[src/design/sensor_slot_map_and_qualifier_unit_assert.svh]
// ----------------------------------------------------------------------------
// sensor slot map assertion macros
// shared concurrent assertion forms, clocked on clk and held off during rst
// ----------------------------------------------------------------------------
`ifndef SENSOR_SLOT_MAP_AND_QUALIFIER_UNIT_ASSERT_SVH
`define SENSOR_SLOT_MAP_AND_QUALIFIER_UNIT_ASSERT_SVH

// condition holds in the same cycle as its trigger
`define SSMQ_ASSERT_SAME(label, trig, cond) \
  label: assert property (@(posedge clk) disable iff (rst) (trig) |-> (cond)) \
    else $error("ssmq assertion failed");

// condition holds in the cycle after its trigger
`define SSMQ_ASSERT_NEXT(label, trig, cond) \
  label: assert property (@(posedge clk) disable iff (rst) (trig) |=> (cond)) \
    else $error("ssmq assertion failed");

`endif

[src/design/ssmq_pkg.sv]
// ----------------------------------------------------------------------------
// ssmq_pkg
// types and constants of the sensor slot map and qualifier
// ----------------------------------------------------------------------------
`timescale 1ns / 1ps

package ssmq_pkg;

  localparam int KEY_W              = 32;
  localparam int ADDR_W             = 64;
  localparam int TEMP_W             = 16;
  localparam int CNT_W              = 10;
  localparam int OUT_IDX_W          = 3;
  localparam int SLOT_COUNT_DEFAULT = 8;

  localparam logic [CNT_W-1:0] COUNT_LIMIT   = CNT_W'(1000);
  localparam logic [CNT_W-1:0] QUALIFY_RESET = CNT_W'(3);

  // input item kinds
  typedef enum logic {
    OP_READING   = 1'b0,
    OP_END_ROUND = 1'b1
  } opcode_t;

  // sequencer states
  typedef enum logic [2:0] {
    S_IDLE,
    S_KEY_RD,
    S_KEY_CMP,
    S_APPEND,
    S_END_RD,
    S_END_OUT
  } state_t;

endpackage

[src/design/ssmq_ram.sv]
// ----------------------------------------------------------------------------
// ssmq_ram
// generic single write port, single read port ram with registered read
// ----------------------------------------------------------------------------
`timescale 1ns / 1ps

module ssmq_ram #(
  parameter int WIDTH = 16,
  parameter int DEPTH = 8,
  parameter int AW    = (DEPTH > 1) ? $clog2(DEPTH) : 1
) (
  input  logic             clk,
  input  logic             we,
  input  logic [AW-1:0]    waddr,
  input  logic [WIDTH-1:0] wdata,
  input  logic [AW-1:0]    raddr,
  output logic [WIDTH-1:0] rdata
);

  logic [WIDTH-1:0] mem [DEPTH];

  // write port
  always_ff @(posedge clk) begin
    if (we) begin
      mem[waddr] <= wdata;
    end
  end

  // registered read port
  always_ff @(posedge clk) begin
    rdata <= mem[raddr];
  end

endmodule

[src/design/sensor_slot_map_and_qualifier_unit.sv]
// A reading beat visits filled slots in the key scan one at a time, each in a
// key read and a key compare state, and returns to idle when the key is found
// or goes to the append state when not; an end-of-round beat walks every slot
// through a read and an output state, the output state waiting while the
// output side stalls. One sequencer walks the slot memories through their
// single registered read port, one slot at a time. in_ready is high only
// while the sequencer is idle; the last result of a round may still wait in
// the output register while the next beat is taken. Readings return no result;
// an end-of-round beat returns SLOT_COUNT results, the final one marked last.
// ----------------------------------------------------------------------------
// sensor_slot_map_and_qualifier_unit
// maps reporting sensors onto slots by address key and qualifies each
// slot's temperature over consecutive conversion rounds
// ----------------------------------------------------------------------------
`timescale 1ns / 1ps

module sensor_slot_map_and_qualifier_unit #(
  parameter int SLOT_COUNT = ssmq_pkg::SLOT_COUNT_DEFAULT
) (
  input  logic                                  clk,
  input  logic                                  rst,
  // configuration
  input  logic                                  cfg_we,
  input  logic [ssmq_pkg::CNT_W-1:0]            cfg_wdata,
  // input beats
  input  logic                                  in_valid,
  output logic                                  in_ready,
  input  logic                                  opcode,
  input  logic [ssmq_pkg::ADDR_W-1:0]           sensor_address,
  input  logic signed [ssmq_pkg::TEMP_W-1:0]    temperature,
  // result beats
  output logic                                  out_valid,
  input  logic                                  out_ready,
  output logic [ssmq_pkg::OUT_IDX_W-1:0]        slot_index,
  output logic signed [ssmq_pkg::TEMP_W-1:0]    slot_temperature,
  output logic                                  has_value,
  output logic                                  awaiting,
  output logic                                  any_sensor_seen,
  output logic                                  last
);

  import ssmq_pkg::*;

  `include "sensor_slot_map_and_qualifier_unit_assert.svh"

  localparam int IDX_W  = (SLOT_COUNT > 1) ? $clog2(SLOT_COUNT) : 1;
  localparam int USED_W = $clog2(SLOT_COUNT + 1);
  localparam logic [IDX_W-1:0]  LAST_IDX  = IDX_W'(SLOT_COUNT - 1);
  localparam logic [USED_W-1:0] FULL_USED = USED_W'(SLOT_COUNT);

  state_t state, state_next;

  logic [CNT_W-1:0]       qualify_rounds;
  logic [USED_W-1:0]      slots_used;
  logic [IDX_W-1:0]       idx;
  logic [KEY_W-1:0]       key;
  logic [TEMP_W-1:0]      temp;
  logic                   seen_flag;
  logic [SLOT_COUNT-1:0]  round_has_value;
  logic [SLOT_COUNT-1:0]  count_valid;

  logic                   in_fire;
  logic                   out_free;
  logic                   out_load;
  logic                   key_match;
  logic [USED_W-1:0]      idx_inc;
  logic [IDX_W-1:0]       append_idx;

  logic                   key_we;
  logic                   val_we;
  logic [IDX_W-1:0]       val_waddr;
  logic                   cnt_we;
  logic [KEY_W-1:0]       key_rdata;
  logic [TEMP_W-1:0]      val_rdata;
  logic [CNT_W-1:0]       cnt_rdata;

  logic                   slot_hv;
  logic [CNT_W-1:0]       cnt_old;
  logic [CNT_W-1:0]       cnt_inc;
  logic [CNT_W-1:0]       cnt_new;
  logic                   show;

  assign in_ready   = (state == S_IDLE);
  assign in_fire    = in_valid && in_ready;
  assign out_free   = !out_valid || out_ready;
  assign key_match  = (key_rdata == key);
  assign idx_inc    = USED_W'(idx) + USED_W'(1);
  assign append_idx = IDX_W'(slots_used);

  // count update for the slot under the round-end walk
  assign slot_hv = round_has_value[idx];
  assign cnt_old = count_valid[idx] ? cnt_rdata : '0;
  assign cnt_inc = (cnt_old < COUNT_LIMIT) ? cnt_old + CNT_W'(1) : cnt_old;
  assign cnt_new = slot_hv ? cnt_inc : '0;
  assign show    = slot_hv && (cnt_new >= qualify_rounds);

  // slot key, round value and round count memories
  ssmq_ram #(.WIDTH(KEY_W), .DEPTH(SLOT_COUNT), .AW(IDX_W)) u_key_ram (
    .clk   (clk),
    .we    (key_we),
    .waddr (append_idx),
    .wdata (key),
    .raddr (idx),
    .rdata (key_rdata)
  );

  ssmq_ram #(.WIDTH(TEMP_W), .DEPTH(SLOT_COUNT), .AW(IDX_W)) u_val_ram (
    .clk   (clk),
    .we    (val_we),
    .waddr (val_waddr),
    .wdata (temp),
    .raddr (idx),
    .rdata (val_rdata)
  );

  ssmq_ram #(.WIDTH(CNT_W), .DEPTH(SLOT_COUNT), .AW(IDX_W)) u_cnt_ram (
    .clk   (clk),
    .we    (cnt_we),
    .waddr (idx),
    .wdata (cnt_new),
    .raddr (idx),
    .rdata (cnt_rdata)
  );

  // state register
  always_ff @(posedge clk) begin
    if (rst) begin
      state <= S_IDLE;
    end else begin
      state <= state_next;
    end
  end

  // sequencer: next state and memory strobes
  always_comb begin
    state_next = state;
    key_we     = 1'b0;
    val_we     = 1'b0;
    val_waddr  = idx;
    cnt_we     = 1'b0;
    out_load   = 1'b0;
    unique case (state)
      S_IDLE: begin
        if (in_fire) begin
          if (opcode == OP_END_ROUND) begin
            state_next = S_END_RD;
          end else if (slots_used == '0) begin
            state_next = S_APPEND;
          end else begin
            state_next = S_KEY_RD;
          end
        end
      end
      S_KEY_RD: begin
        state_next = S_KEY_CMP;
      end
      S_KEY_CMP: begin
        if (key_match) begin
          val_we     = 1'b1;
          state_next = S_IDLE;
        end else if (idx_inc < slots_used) begin
          state_next = S_KEY_RD;
        end else begin
          state_next = S_APPEND;
        end
      end
      S_APPEND: begin
        if (slots_used < FULL_USED) begin
          key_we    = 1'b1;
          val_we    = 1'b1;
          val_waddr = append_idx;
        end
        state_next = S_IDLE;
      end
      S_END_RD: begin
        state_next = S_END_OUT;
      end
      S_END_OUT: begin
        if (out_free) begin
          out_load   = 1'b1;
          cnt_we     = 1'b1;
          state_next = (idx == LAST_IDX) ? S_IDLE : S_END_RD;
        end
      end
      default: begin
        state_next = S_IDLE;
      end
    endcase
  end

  // control registers: config, fill count, flags, slot index
  always_ff @(posedge clk) begin
    if (rst) begin
      qualify_rounds  <= QUALIFY_RESET;
      slots_used      <= '0;
      seen_flag       <= 1'b0;
      round_has_value <= '0;
      count_valid     <= '0;
      idx             <= '0;
    end else begin
      if (cfg_we) begin
        qualify_rounds <= cfg_wdata;
      end
      if (in_fire) begin
        idx <= '0;
        if (opcode == OP_READING) begin
          seen_flag <= 1'b1;
        end
      end
      if (state == S_KEY_CMP && !key_match && idx_inc < slots_used) begin
        idx <= idx + IDX_W'(1);
      end
      if (state == S_KEY_CMP && key_match) begin
        round_has_value[idx] <= 1'b1;
      end
      if (key_we) begin
        round_has_value[append_idx] <= 1'b1;
        slots_used                  <= slots_used + USED_W'(1);
      end
      if (out_load) begin
        round_has_value[idx] <= 1'b0;
        count_valid[idx]     <= 1'b1;
        if (idx != LAST_IDX) begin
          idx <= idx + IDX_W'(1);
        end
      end
    end
  end

  // captured reading payload
  always_ff @(posedge clk) begin
    if (in_fire) begin
      key  <= (sensor_address[KEY_W-1:0] ^ sensor_address[ADDR_W-1:KEY_W]) | KEY_W'(1);
      temp <= temperature;
    end
  end

  // output register valid
  always_ff @(posedge clk) begin
    if (rst) begin
      out_valid <= 1'b0;
    end else if (out_load) begin
      out_valid <= 1'b1;
    end else if (out_ready) begin
      out_valid <= 1'b0;
    end
  end

  // output register payload
  always_ff @(posedge clk) begin
    if (out_load) begin
      slot_index       <= OUT_IDX_W'(idx);
      slot_temperature <= show ? val_rdata : '0;
      has_value        <= show;
      awaiting         <= slot_hv && !show;
      any_sensor_seen  <= seen_flag;
      last             <= (idx == LAST_IDX);
    end
  end

  // checks
  `SSMQ_ASSERT_SAME(a_used_in_range, 1'b1, slots_used <= FULL_USED)
  `SSMQ_ASSERT_SAME(a_round_walk_open, out_valid && !last,
    state == S_END_RD || state == S_END_OUT)
  `SSMQ_ASSERT_SAME(a_shown_or_waiting, out_valid, !(has_value && awaiting))
  `SSMQ_ASSERT_SAME(a_hidden_zero, out_valid && !has_value, slot_temperature == '0)
  `SSMQ_ASSERT_NEXT(a_append_grows, key_we, slots_used == $past(slots_used) + USED_W'(1))

endmodule

[config.mk]
export PLATFORM = sky130hd
export DESIGN_NAME = sensor_slot_map_and_qualifier_unit
export DESIGN_NICKNAME = d
export VERILOG_FILES = /design/src/design/ssmq_pkg.sv /design/src/design/ssmq_ram.sv /design/src/design/sensor_slot_map_and_qualifier_unit.sv
export VERILOG_INCLUDE_DIRS = /design/src /design/src/design
export SDC_FILE = /design/constraint.sdc
export NUM_CORES = 1
export LEC_CHECK = 0
export BUFFER_PORTS_ARGS = -buffer_cell sky130_fd_sc_hd__buf_2
export CORE_MARGIN = 5
export CORE_UTILIZATION = 60
export CTS_CLUSTER_DIAMETER = 100
export DETAILED_ROUTE_END_ITERATION = 6
export MAX_ROUTING_LAYER = met4
export PLACE_DENSITY = 0.78
export SKIP_LAST_GASP = 1
export SYNTH_ARGS = -nofsm -noshare
export SYNTH_HDL_FRONTEND = slang
export SYNTH_SLANG_ARGS = --single-unit
export TNS_END_PERCENT = 30
[constraint.sdc]
create_clock -name clk -period 5.7 [get_ports clk]
set_input_delay 0.285 -clock clk [delete_from_list [all_inputs] [get_ports clk]]
set_output_delay 0.285 -clock clk [all_outputs]
set_load 0.05 [all_outputs]
; After elaboration in Yosys (flattened, before gate mapping)
; Memory sizes are Yosys's and may differ from the RTL's. A register that Yosys moved wholly into a read port is not among the register bits.
; Index checks and enable logic that the tools add are counted.
[word_totals]
reg_bits = 140
mem_bits_rw = 456
output_inout_bits = 25
wordCells = 110
memories = 3
[op_classes]
n_addsub = 4
magnitude_cmp = 8
n_eq_ne = 10
mux = 44
n_bitwise = 7
reduce_logical = 17
[mem_list]
columns = name, depth, word_bits, read_ports, rd_ports_with_merged_regs, write_ports, line_no
row1 = u_key_ram.mem, 8, 31, 1, 1, 1, ssmq_ram.sv:20  ; logic [WIDTH-1:0] mem [DEPTH];
row2 = u_val_ram.mem, 8, 16, 1, 1, 1, ssmq_ram.sv:20
row3 = u_cnt_ram.mem, 8, 10, 1, 1, 1, ssmq_ram.sv:20
[op_table]
columns = op, n
row1 = $mux 8, 5
row2 = $eq 32x32->1, 1
row3 = $xor 32x32->32, 1
row4 = $mux 10, 3
row5 = $mux 3, 10
row6 = $or 8x8->8, 3
row7 = $mux 1, 17
row8 = $pmux 3 s5, 1
row9 = $add 10x1->10 const B, 1
row10 = $ge 10x10->1, 1
row11 = $lt 10x10->1 const B, 1
row12 = $eq 3x3->1 const B, 3
row13 = $and 8x8->8, 1
row14 = $logic_and 1x1->1, 8
row15 = $lt 3x4->1 const B, 2
row16 = $not 8->8, 1
row17 = $bmux 1 s3, 2
row18 = $demux 1 s3, 2
row19 = $eq 3x2->1 const B, 2
row20 = $ge 3x1->1 const B, 2
row21 = $mux 2, 3
row22 = $add 3x1->4 const B, 1
row23 = $add 4x1->4 const B, 1
row24 = $logic_not 4->1, 1
row25 = other kinds (14), 17

; Depth between registers and ports, before layout
; Gate-level depths: netlist (run 1).
[logic_depth]
word_depth = 12
depth_mapped = 17
ltp_nobuf = 15

; Cells and area by module
; Synthesis (run 1) repeated with hierarchy kept, for this count alone.
[unflattened]
hier_cells = 1237
area_unflattened_um2 = 24415.9
[by_module_without_submodules]
columns = module, instances, cells_each, area_per_inst_um2
row1 = ssmq_ram at u_key_ram, 1, 415, 10466.3
row2 = sensor_slot_map_and_qualifier_unit, 1, 470, 5322.6
row3 = ssmq_ram at u_val_ram, 1, 214, 5293.8
row4 = ssmq_ram at u_cnt_ram, 1, 138, 3333.2

; Least setup slack after synthesis (run 1)
; No wires, ideal clock.
[synth_path]
kind = register to register
start = reg idx[0]
end = reg slot_temperature[6] (netlist name), data pin
arrival_ps = 3777
t_required_ps = 5432
slack_ps = 1654
stages_incl_launch_ff = 15
period_less_slack_ps = 4046
cell_sequence = dfxtp_1 buf_6 mux4_2 mux2_2 and2_1 ha_1 and3_1 nand3_1 nor2_1 a211oi_1 ha_1 and4_1 a221oi_2 buf_2 nor3b_1
[synth_between]
elab_chain_cells = 8
word_cells_on_any_way = 11
classes_between = 1 x add/sub / 2 x order compare / 7 x mux / 1 x reduce/logical
[synth_rtl]
columns = item, line_no
row1 = from (decl), sensor_slot_map_and_qualifier_unit.sv:55  ; logic [IDX_W-1:0] idx;
row2 = from (signal assigned), sensor_slot_map_and_qualifier_unit.sv:211  ; idx <= idx + IDX_W'(1);
row3 = from (signal assigned), sensor_slot_map_and_qualifier_unit.sv:224  ; idx <= idx + IDX_W'(1);
row4 = $bmux 1 s3, sensor_slot_map_and_qualifier_unit.sv:92  ; assign cnt_old = count_valid[idx] ? cnt_rdata : '0;
row5 = $mux 1 (not written as such), sensor_slot_map_and_qualifier_unit.sv:92
row6 = $mux 10, sensor_slot_map_and_qualifier_unit.sv:92
row7 = $add 10x1->10 or $lt 10x10->1 (tied branches), sensor_slot_map_and_qualifier_unit.sv:93  ; assign cnt_inc = (cnt_old < COUNT_LIMIT) ? cnt_old + CNT_W'(1) : cnt_old;
row8 = $mux 10, sensor_slot_map_and_qualifier_unit.sv:93
row9 = $mux 10 (*), sensor_slot_map_and_qualifier_unit.sv:94  ; assign cnt_new = slot_hv ? cnt_inc : '0;
row10 = via cnt_new[6], sensor_slot_map_and_qualifier_unit.sv:80  ; logic [CNT_W-1:0] cnt_new;
row11 = $ge 10x10->1 (*), sensor_slot_map_and_qualifier_unit.sv:95  ; assign show = slot_hv && (cnt_new >= qualify_rounds);
row12 = $logic_and 1x1->1 (*), sensor_slot_map_and_qualifier_unit.sv:95
row13 = to (signal assigned), sensor_slot_map_and_qualifier_unit.sv:253  ; slot_temperature <= show ? val_rdata : '0;
row14 = to (decl), sensor_slot_map_and_qualifier_unit.sv:35  ; output logic signed [ssmq_pkg::TEMP_W-1:0] slot_temperature,
; Mark *: on every way through the listed nets, which the timed path passes. The rest lies on a longest branch. The select of a mux whose other input is x is not followed.
; A chain may end at the register's enable or synchronous reset.

; Worst setup path after layout (run 1)
[layout_path]
start = reg idx[1]
end = reg slot_temperature[6] (netlist name), data pin
; The elaborated chain is that of the path after synthesis.

==> results, run 1 <==
- The flow ran to the end, and the final reports show no timing, DRC or antenna violations.
- Counting every sink on the clock net gives 621.
- The final number of max-transition violations was 0.
- By count the netlist is led by sky130_fd_sc_hd__edfxtp_1 (526), sky130_fd_sc_hd__a22oi_1 (126), sky130_fd_sc_hd__dfxtp_1 (95), sky130_fd_sc_hd__nor2_1 (89), sky130_fd_sc_hd__xor2_1 (65).
- The number of cells traversed by the worst register-to-register path is 15.
- The count of input and output buffers is 118.
- The vias per cell is 6.05.
- Buffers added to address setup during post-CTS repair amount to 0.
- The number of placement rows is 71.
- By area, the combinational part of the netlist is dominated by compound AO/OA/AOI/OAI gates.
- In this run the worst path has a maximum fanout of 30.
- The number of enable flip-flop cells after synthesis is 526.
- After technology mapping, the gate count stands at 1354.
- The static leakage is 0.00935 uW.
- The floorplan die area is 42100 um2.
- The number of nets in the synthesized netlist is 1468.
- The kind of critical path is register to register.
- The area of the core region is 37700 um2.
- From synthesis to final layout, the design area changed by 17.3%.
- The path category of the worst min-delay check is input port to register.
- The synthesized area per cell is 16.9 um2.
- The total DRC errors in the routed layout is 0.
- The cell type with the largest total area after synthesis is sky130_fd_sc_hd__edfxtp_1.
- The first detailed-routing pass took 5 iterations.
- Counting along the longest clock path gives a buffer depth of 3.
- The max capacitance violation total is 0.
- The post-route netlist has 18.9% of its cells at a drive strength greater than 1.
- Global routing used 32.8% of the available met1 tracks.
- Wires add up to 50900 um.
- The initial antenna violation count is 1.
- The final critical path takes up 78.7% of the cycle.
- Clock-pin slew was measured on the worst setup and hold paths at 0.06 ns.
- The worst setup path is captured at a register.
- The wire length of the first global-routing pass is 77300 um.
- Setup violations remaining at the end of the flow were counted as 0.
- The die span in y is 205 um.
- The start point of the critical path is idx[1]$_SDFF_PP0_.
- The number of buffers inserted during clock tree synthesis is 57.
- The worst register-to-register path begins at idx[1]$_SDFF_PP0_.
- The endpoint identified for the worst register-to-register timing path is slot_temperature[6]$_SDFFCE_PN0P_.
- Dividing the detail-routed wire length by the instance count gives 23.7 um.
- Setup repair after global routing left no endpoint under its margin.
- The critical path endpoint is slot_temperature[6]$_SDFFCE_PN0P_.
- Summed over all layers, the global routing overflow is 0.
- The XOR/XNOR share of the synthesized area is 2.68%.
- Headroom to the max-slew limit came out at 24.0%.
- For met3 alone, demand over resource in global routing was 4.08%.
- Global routing used 41.4% of the available met2 tracks.
- Global routing used 25.2% of the available tracks across all layers.
- The worst clock skew is 0.0179 ns.
- The source-to-sink clock delay at the later pin of the worst-skew pair is 0.60 ns.
- The post-cts resize count is 0.
- In this run the count of I/O pins placed on the die edge is 121.
- The final hold violation count is 0.
- CTS built an H-tree with a depth of 2.
- The number of synthesis warnings is 0.
- The highest attainable clock frequency is 223 MHz.
- At the end of the flow, the number of nets in the layout was 1703.
- Across all register-to-register paths, the minimum setup slack is 1.22 ns.
- In the synthesized netlist the async set-or-reset flop fraction comes to 0%.
- The netlist uses 54 different library cells.
- Adding up every negative setup slack in the final design gives 0 ns.
- The number of global-route vias before repair was 13195.
- The cell with the most instances after synthesis is sky130_fd_sc_hd__edfxtp_1.
- The layer flagged by global routing as most heavily used is met2.
- Among all flip-flop cells after synthesis, the most frequent one is sky130_fd_sc_hd__edfxtp_1.
- The worst setup path is launched from a register.
- Buffers inserted to repair hold after CTS numbered 85.
- For this block, the initial DRC count from the detailed router was 1419.
- The via count is 13000.
- The mapped netlist covers 22900 um2.
- The mux share of post-synthesis cell area is 3.81%.
- Counting flops and latches in the post-synthesis netlist gives 621.
- TritonCTS built the clock tree.
- The arithmetic-cell share of the synthesized area counting full adders, half adders and majority gates is 0.985%.
- The area fraction of the dominant cell type after synthesis is 69.1%.
- The placer's final routability congestion estimate is 0.814.
- The required time at the endpoint of the critical path is 6.04 ns.
- The clock period could shrink to 4.48 ns.
- The fraction of the mapped netlist area in compound gates is 8.31%.
- In this run the clock root is driven by a sky130_fd_sc_hd__clkbuf_16.
- The remaining number of nets flagged by the antenna check after routing is 0.
- The pin count of the biggest net entering global routing is 50.
- In the post-synthesis netlist, the biggest area contributors are sky130_fd_sc_hd__edfxtp_1 (69%), sky130_fd_sc_hd__dfxtp_1 (8.3%), sky130_fd_sc_hd__a22oi_1 (4.1%).
- The starting density of the core is 60.7%.
- After legalization and detailed placement, the total HPWL measured 27800 um.
- In this run the power density over the cells is 379 nW/um2.
- STA puts the critical path data arrival time at 4.82 ns.
- The worst-margin pin slew is 1.14 ns.
- Sequential elements use 77.4% of the synthesized area.
- The x dimension of the die is 205 um.
- The share of the core filled with cells is 71.2%.
- VDD sags by at most 0.000278 V.
- Of the total synthesized cell area, the portion taken by AND, OR, NAND and NOR gates is 5.08%.
-- layout by cell type, fill, tap and decap left out, types with 5 or more instances in the layout --
cell type and n:
sky130_fd_sc_hd__edfxtp_1 526, sky130_fd_sc_hd__a22oi_1 126, sky130_fd_sc_hd__buf_2 118, sky130_fd_sc_hd__dfxtp_1 92
sky130_fd_sc_hd__dlygate4sd3_1 85, sky130_fd_sc_hd__nor2_1 79, sky130_fd_sc_hd__xor2_1 65, sky130_fd_sc_hd__clkbuf_16 58
sky130_fd_sc_hd__nand2_1 43, sky130_fd_sc_hd__buf_4 37, sky130_fd_sc_hd__a221oi_1 34, sky130_fd_sc_hd__inv_1 28
sky130_fd_sc_hd__mux2_2 25, sky130_fd_sc_hd__nand4_1 25, sky130_fd_sc_hd__mux2i_1 23, sky130_fd_sc_hd__a21oi_1 22
sky130_fd_sc_hd__nand3_1 19, sky130_fd_sc_hd__ha_1 18, sky130_fd_sc_hd__clkbuf_1 18, sky130_fd_sc_hd__mux4_2 16
sky130_fd_sc_hd__nor3b_1 16, sky130_fd_sc_hd__o21ai_0 14, sky130_fd_sc_hd__o22ai_1 11, sky130_fd_sc_hd__clkinv_2 11
sky130_fd_sc_hd__nand2b_1 8, sky130_fd_sc_hd__a22o_1 8, sky130_fd_sc_hd__nor4_1 8, sky130_fd_sc_hd__a221o_1 7
sky130_fd_sc_hd__nor3_1 6, sky130_fd_sc_hd__nor2_4 6, sky130_fd_sc_hd__a211oi_1 6, sky130_fd_sc_hd__a21o_1 6
sky130_fd_sc_hd__clkbuf_8 6, sky130_fd_sc_hd__a31oi_1 5, sky130_fd_sc_hd__xnor2_1 5, sky130_fd_sc_hd__clkinv_1 5
-- per-layer routing --
layer | wire length, um | part of all wire, %
met1 | 20000 | 39
met4 | 1520 | 3.0
met3 | 4040 | 7.9
met5 | 0 | 0
met2 | 25400 | 50
-- worst max-delay path: stages, from the launching register on --
cell and delay, ns:
sky130_fd_sc_hd__dfxtp_2 0.89, sky130_fd_sc_hd__mux4_2 0.41, sky130_fd_sc_hd__mux2_2 0.34, sky130_fd_sc_hd__and2_1 0.19, sky130_fd_sc_hd__ha_1 0.19, sky130_fd_sc_hd__and3_1 0.21
sky130_fd_sc_hd__nand3_1 0.08, sky130_fd_sc_hd__nor2_1 0.05, sky130_fd_sc_hd__nand3_1 0.12, sky130_fd_sc_hd__xor2_1 0.07, sky130_fd_sc_hd__nor2_1 0.45, sky130_fd_sc_hd__ha_1 0.35
sky130_fd_sc_hd__and4_1 0.22, sky130_fd_sc_hd__a221oi_2 0.28, sky130_fd_sc_hd__buf_4 0.27, sky130_fd_sc_hd__nor3b_1 0.09
-- flip-flops by register name, indices dropped and copies added (netlist names), 16 cells and up --
signal	cells
key	31
slot_temperature	16
temp	16
u_cnt_ram.mem	80
u_key_ram.mem	248
u_key_ram.rdata	31
u_val_ram.mem	128
u_val_ram.rdata	16
-- worst min-delay path by stage --
| stage | end | cells past startpoint | slack [ns] | from |
|---|---|---|---|---|
| final | seen_flag$_SDFFE_PP0P_ | 4 | 0.03 | opcode |
| after floorplan | temp[0]$_DFFE_PP_ | 0 | 0.38 | temperature[0] |
| after CTS | key[25]$_DFFE_PP_ | 2 | 0.01 | sensor_address[25] |
| after global placement | any_sensor_seen$_DFFE_PP_ | 0 | 0.42 | seen_flag$_SDFFE_PP0P_ |
| after detailed placement | any_sensor_seen$_DFFE_PP_ | 0 | 0.43 | seen_flag$_SDFFE_PP0P_ |
| after global routing | key[25]$_DFFE_PP_ | 2 | 0.03 | sensor_address[25] |
-- stage by stage --
stage | instances | worst slack [ns] | hold slack [ns] | area [um2] | power [uW]
final | 2147 | 1.22 | 0.0347 | 26800 | 10200
after global routing | 2147 | 0.918 | 0.0348 | 26800 | 10500
after CTS | 2146 | 1.22 | 0.00992 | 26800 | 10200
after detailed placement | 1956 | 1.23 | 0.427 | 24200 | 6550
after global placement | 1956 | 1.39 | 0.423 | 24200 | 6500
after floorplan | 1354 | 1.65 | 0.384 | 22900 | 6180
-- cell type report --
type,count,area (um2)
antenna,1,2.50
sequential,621,17700
clock inverter,23,198
inverter,28,105
timing repair buffer,240,1720
tap,511,639
clock buffer,82,1600
multi-input combinational,641,4860
fill,2333,10800
-- power by group --
part           switching (uW)  internal [uW]
sequential                310           5400
combinational             493            304
clock                    1570           2090
total                    2380           7790
-- logic make-up after synthesis --
family / count (synthesis)
compound gates: 255
xor+xnor: 70
fa+ha+maj: 18
buf+inv: 92
flops: 621
mux: 64
simple gates: 234
No activity file was read; power rests on OpenSTA's default activity.
==> run 2: changes to the inputs <==
--- a/config.mk
+++ b/config.mk
@@ -8,11 +8,11 @@
 export LEC_CHECK = 0
 export BUFFER_PORTS_ARGS = -buffer_cell sky130_fd_sc_hd__buf_2
 export CORE_MARGIN = 5
-export CORE_UTILIZATION = 60
+export CORE_UTILIZATION = 55
 export CTS_CLUSTER_DIAMETER = 100
 export DETAILED_ROUTE_END_ITERATION = 6
 export MAX_ROUTING_LAYER = met4
-export PLACE_DENSITY = 0.78
+export PLACE_DENSITY = 0.76
 export SKIP_LAST_GASP = 1
 export SYNTH_ARGS = -nofsm -noshare
 export SYNTH_HDL_FRONTEND = slang
==> constraint.sdc (replaced) <==
create_clock -name clk -period 3.7 [get_ports clk]
set_input_delay 0.185 -clock clk [delete_from_list [all_inputs] [get_ports clk]]
set_output_delay 0.185 -clock clk [all_outputs]
set_load 0.05 [all_outputs]
==> run 2 against run 1 <==
Against the previous run: worst setup slack got worse by 1.2 ns; die area grew 8.6%; clock power rose by 71%; first-iteration DRC count shrank 11%; sequential power up 53%; flip-flop and latch count unchanged; critical path depth did not move.
==> results, run 2 (same netlist as run 1, synthesis figures left out) <==
- The die span in y is 214 um (+4.2%).
- The startpoint class of the critical path is a register.
- The floorplan die area is 45700 um2 (+8.6%).
- The placer's final routability congestion estimate is 0.803 (-1.4%).
- The maximum root-to-sink buffer count came to 3 (unchanged).
- More flip-flops sit in one register than any other, and that register is u_key_ram.mem.
- The final number of setup-violating endpoints came to 0 (unchanged).
- The path category of the worst min-delay check is input port to register.
- The total DRC errors in the routed layout is 0 (unchanged).
- In the layout the commonest cells are sky130_fd_sc_hd__edfxtp_1 (526), sky130_fd_sc_hd__a22oi_1 (126), sky130_fd_sc_hd__buf_2 (118).
- The worst clock skew is 0.0267 ns (+0.00878 ns).
- The largest voltage drop on the vdd net is 0.000453 V (+63%).
- Setup repair after global routing could not meet its margin everywhere.
- The number of buffers inserted during clock tree synthesis is 58 (+1.8%).
- The via count came to 13073 (+0.56%).
- The worst-margin pin slew is 1.14 ns (+0.00589 ns).
- The global-route total usage across every layer was 23.2% (-2.0 points).
- The overall power consumption is 16400 uW (+61%).
- The pin count of the biggest net entering global routing was 48 (-4.0%).
- The maximum level of the CTS H-tree is 2 (unchanged).
- The internal power of the cells is 12600 uW (+62%).
- The remaining global-route overflow was 0 (unchanged).
- The net switching power is 3730 uW (+57%).
- The number of diodes added for antenna fixing is 0 (-1).
- The total length of routed met3 wires is 4120 um (+1.8%).
- The detailed placement HPWL was 29000 um (+4.2%).
- The initial antenna violation count is 0 (-1).
- The remaining number of nets flagged by the antenna check after routing is 0 (unchanged).
- The uppermost metal layer occupied by signal nets is met4.
- The final instance count without filler cells is 2210 (+2.9%).
- The worst setup path is captured at a register.
- The starting density of the core is 55.7% (-5.0 points).
- The clock input transition at the sequential cells of the worst setup and hold paths is 0.06 ns (about the same).
- The largest registers in the layout are u_key_ram.mem: 248 flops, u_val_ram.mem: 128 flops, u_cnt_ram.mem: 80 flops.
- The share of power burned in combinational logic is 8.0% (+0.2 points).
- The final critical-path share of the clock period is 98.3% (+20 points).
- The area of the core region is 41000 um2 (+8.9%).
- The source-to-sink clock delay at the later pin of the worst-skew pair was 0.61 ns (about the same).
- The run finished with clean final reports.
- The post-route minimum period is 3.64 ns (-0.848 ns).
- The data arrival time of the critical path came to 3.98 ns (-0.84 ns).
- Compared with the post-synthesis result, the final layout area differs by 20.7%.
- The number of iterations in the first detailed-routing pass is 5 (unchanged).
- The average wire per cell in the routed design is 23.0 um (-2.9%).
- The number of global-route vias before repair was 13437 (+1.8%).
- The power per cell area came to 593 nW/um2 (+56%).
- The detailed router's first-iteration violation count is 1256 (-11%).
- The cell chosen for the clock root is sky130_fd_sc_hd__clkbuf_16.
- The wire length the detailed router placed on met1 came to 20200 um (+1.1%).
- The required time at the endpoint of the critical path was 4.04 ns (-2.00 ns).
- The vias per cell is 5.92 (-2.3%).
- The count of input and output buffers came to 118 (unchanged).
- The sequential power share is 53.7% (-2.5 points).
- TritonCTS built the clock tree.
- The x dimension of the die came to 214 um (+4.2%).
- The switching fraction of total power is 22.8% (-0.57 points).
- The number of flip-flops under the largest register name came to 248 (unchanged).
- The final layout net count is 1742 (+2.3%).
- The clock network fraction of total power is 38.3% (+2.3 points).
- The highest attainable clock frequency is 275 MHz (+23%).
- The number of top-level design ports is 121 (unchanged).
- The number of clock sinks seen by CTS was 621 (unchanged).
- The number of placement rows is 74 (+4.2%).
- The final number of max-transition violations is 0 (unchanged).
- The share of final-layout standard cells stronger than drive strength 1 was 21.4% (+2.5 points).
- The peak fanout along the critical path is 8 (-73%).
- The kind of critical path is register to register.
- The post-placement cell count is 2002 (+2.4%).
- The worst slew slack as a fraction of its limit is 23.6% (-0.39 points).
- The max capacitance violation total is 0 (unchanged).
- The final hold violation count is 0 (unchanged).
- The wire length of the first global-routing pass is 78100 um (+1.1%).
- The final wirelength came to 50900 um (about the same).
- The met2 wirelength from detailed routing is 25600 um (+1.0%).
- The commonest non-fill, non-tap cell in the layout is sky130_fd_sc_hd__edfxtp_1.
- The static leakage came to 0.00968 uW (+3.5%).
## run 2: cell types whose count changed in the layout (fill, tap and decap cells not counted), sizes merged
cell	before	now
buf	155	185
dlygate4sd3	85	93
bufinv	3	10
clkinv	17	10
clkbuf	82	87
clkinvlp	1	2
diode	1	0
inv	30	29
## run 2: metrics by stage
step / instance area [um2] / hold slack, ns / TNS [ns] / utilization, % / worst slack (ns)
floorplan: 22900 / 0.284 / -4.73 / - / -0.281
global placement: 24500 / 0.365 / -0.0673 / 59.8 / -0.00554
detailed placement: 24500 / 0.363 / -1.58 / 59.8 / -0.108
CTS: 27600 / 0.00450 / 0 / 67.3 / 0.00705
global route: 27600 / 0.0341 / -0.937 / 67.3 / -0.0658
finish: 27600 / 0.0272 / 0 / 67.3 / 0.0630
## run 2: final timing paths
kind	slack (ns)	end	cells after the start	from
setup reg to reg	0.06	slot_temperature[1]$_SDFFCE_PN0P_	15	idx[0]$_SDFF_PP0_
hold / removal	0.03	qualify_rounds[0]$_SDFFE_PP1P_	3	cfg_we
setup / recovery	0.06	slot_temperature[1]$_SDFFCE_PN0P_	15	idx[0]$_SDFF_PP0_
hold reg to reg	0.44	any_sensor_seen$_DFFE_PP_	0	seen_flag$_SDFFE_PP0P_
## run 2: power by group through the flow
| stage | Combinational, uW | Sequential (uW) | Clock [uW] |
|---|---|---|---|
| 2_1_floorplan | 746 | 8780 | 0 |
| 3_3_place_gp | 1180 | 8890 | 0 |
| 3_5_place_dp | 1200 | 8920 | 0 |
| 4_1_cts | 1320 | 8780 | 6350 |
| 5_1_grt | 1420 | 8840 | 6670 |
| 6_report | 1320 | 8780 | 6260 |
## run 2: worst max-delay path: stages (launching register included)
cell and delay [ns]:
sky130_fd_sc_hd__dfxtp_4 0.37, sky130_fd_sc_hd__mux4_2 0.50, sky130_fd_sc_hd__mux2_4 0.31, sky130_fd_sc_hd__and2_4 0.16, sky130_fd_sc_hd__ha_4 0.15, sky130_fd_sc_hd__and3_4 0.18
sky130_fd_sc_hd__o21ai_2 0.06, sky130_fd_sc_hd__xor2_1 0.19, sky130_fd_sc_hd__nor2_2 0.06, sky130_fd_sc_hd__ha_1 0.32, sky130_fd_sc_hd__a21o_1 0.20, sky130_fd_sc_hd__a21oi_2 0.15
sky130_fd_sc_hd__o21ai_2 0.10, sky130_fd_sc_hd__a221oi_4 0.37, sky130_fd_sc_hd__buf_6 0.19, sky130_fd_sc_hd__nor3b_1 0.06
## run 2: final cells by class
| class | instances | area [um2] |
|---|---|---|
| repair buffers | 278 | 2130 |
| clock buffers | 87 | 1650 |
| multi-input cells | 641 | 4950 |
| flip-flops and latches | 621 | 17700 |
| inverters | 28 | 105 |
| clock inverters | 23 | 398 |
| well taps | 532 | 666 |
| fillers | 2670 | 13400 |
## run 2: timing repair
action	CTS	global route
hold endpoints to repair	62	0
resized for setup	8	10
setup buffers	5	2
setup endpoints to repair	18	18
gates cloned	1	0
pin swaps	4	9
hold buffers	93	0
## run 2: per-layer routing
layer | track usage, % | vias up
met1 | 31.0 | 6560
met5 | - | -
met2 | 38.1 | 571
met3 | 3.58 | 68
li1 | - | 5874
met4 | 5.83 | 0
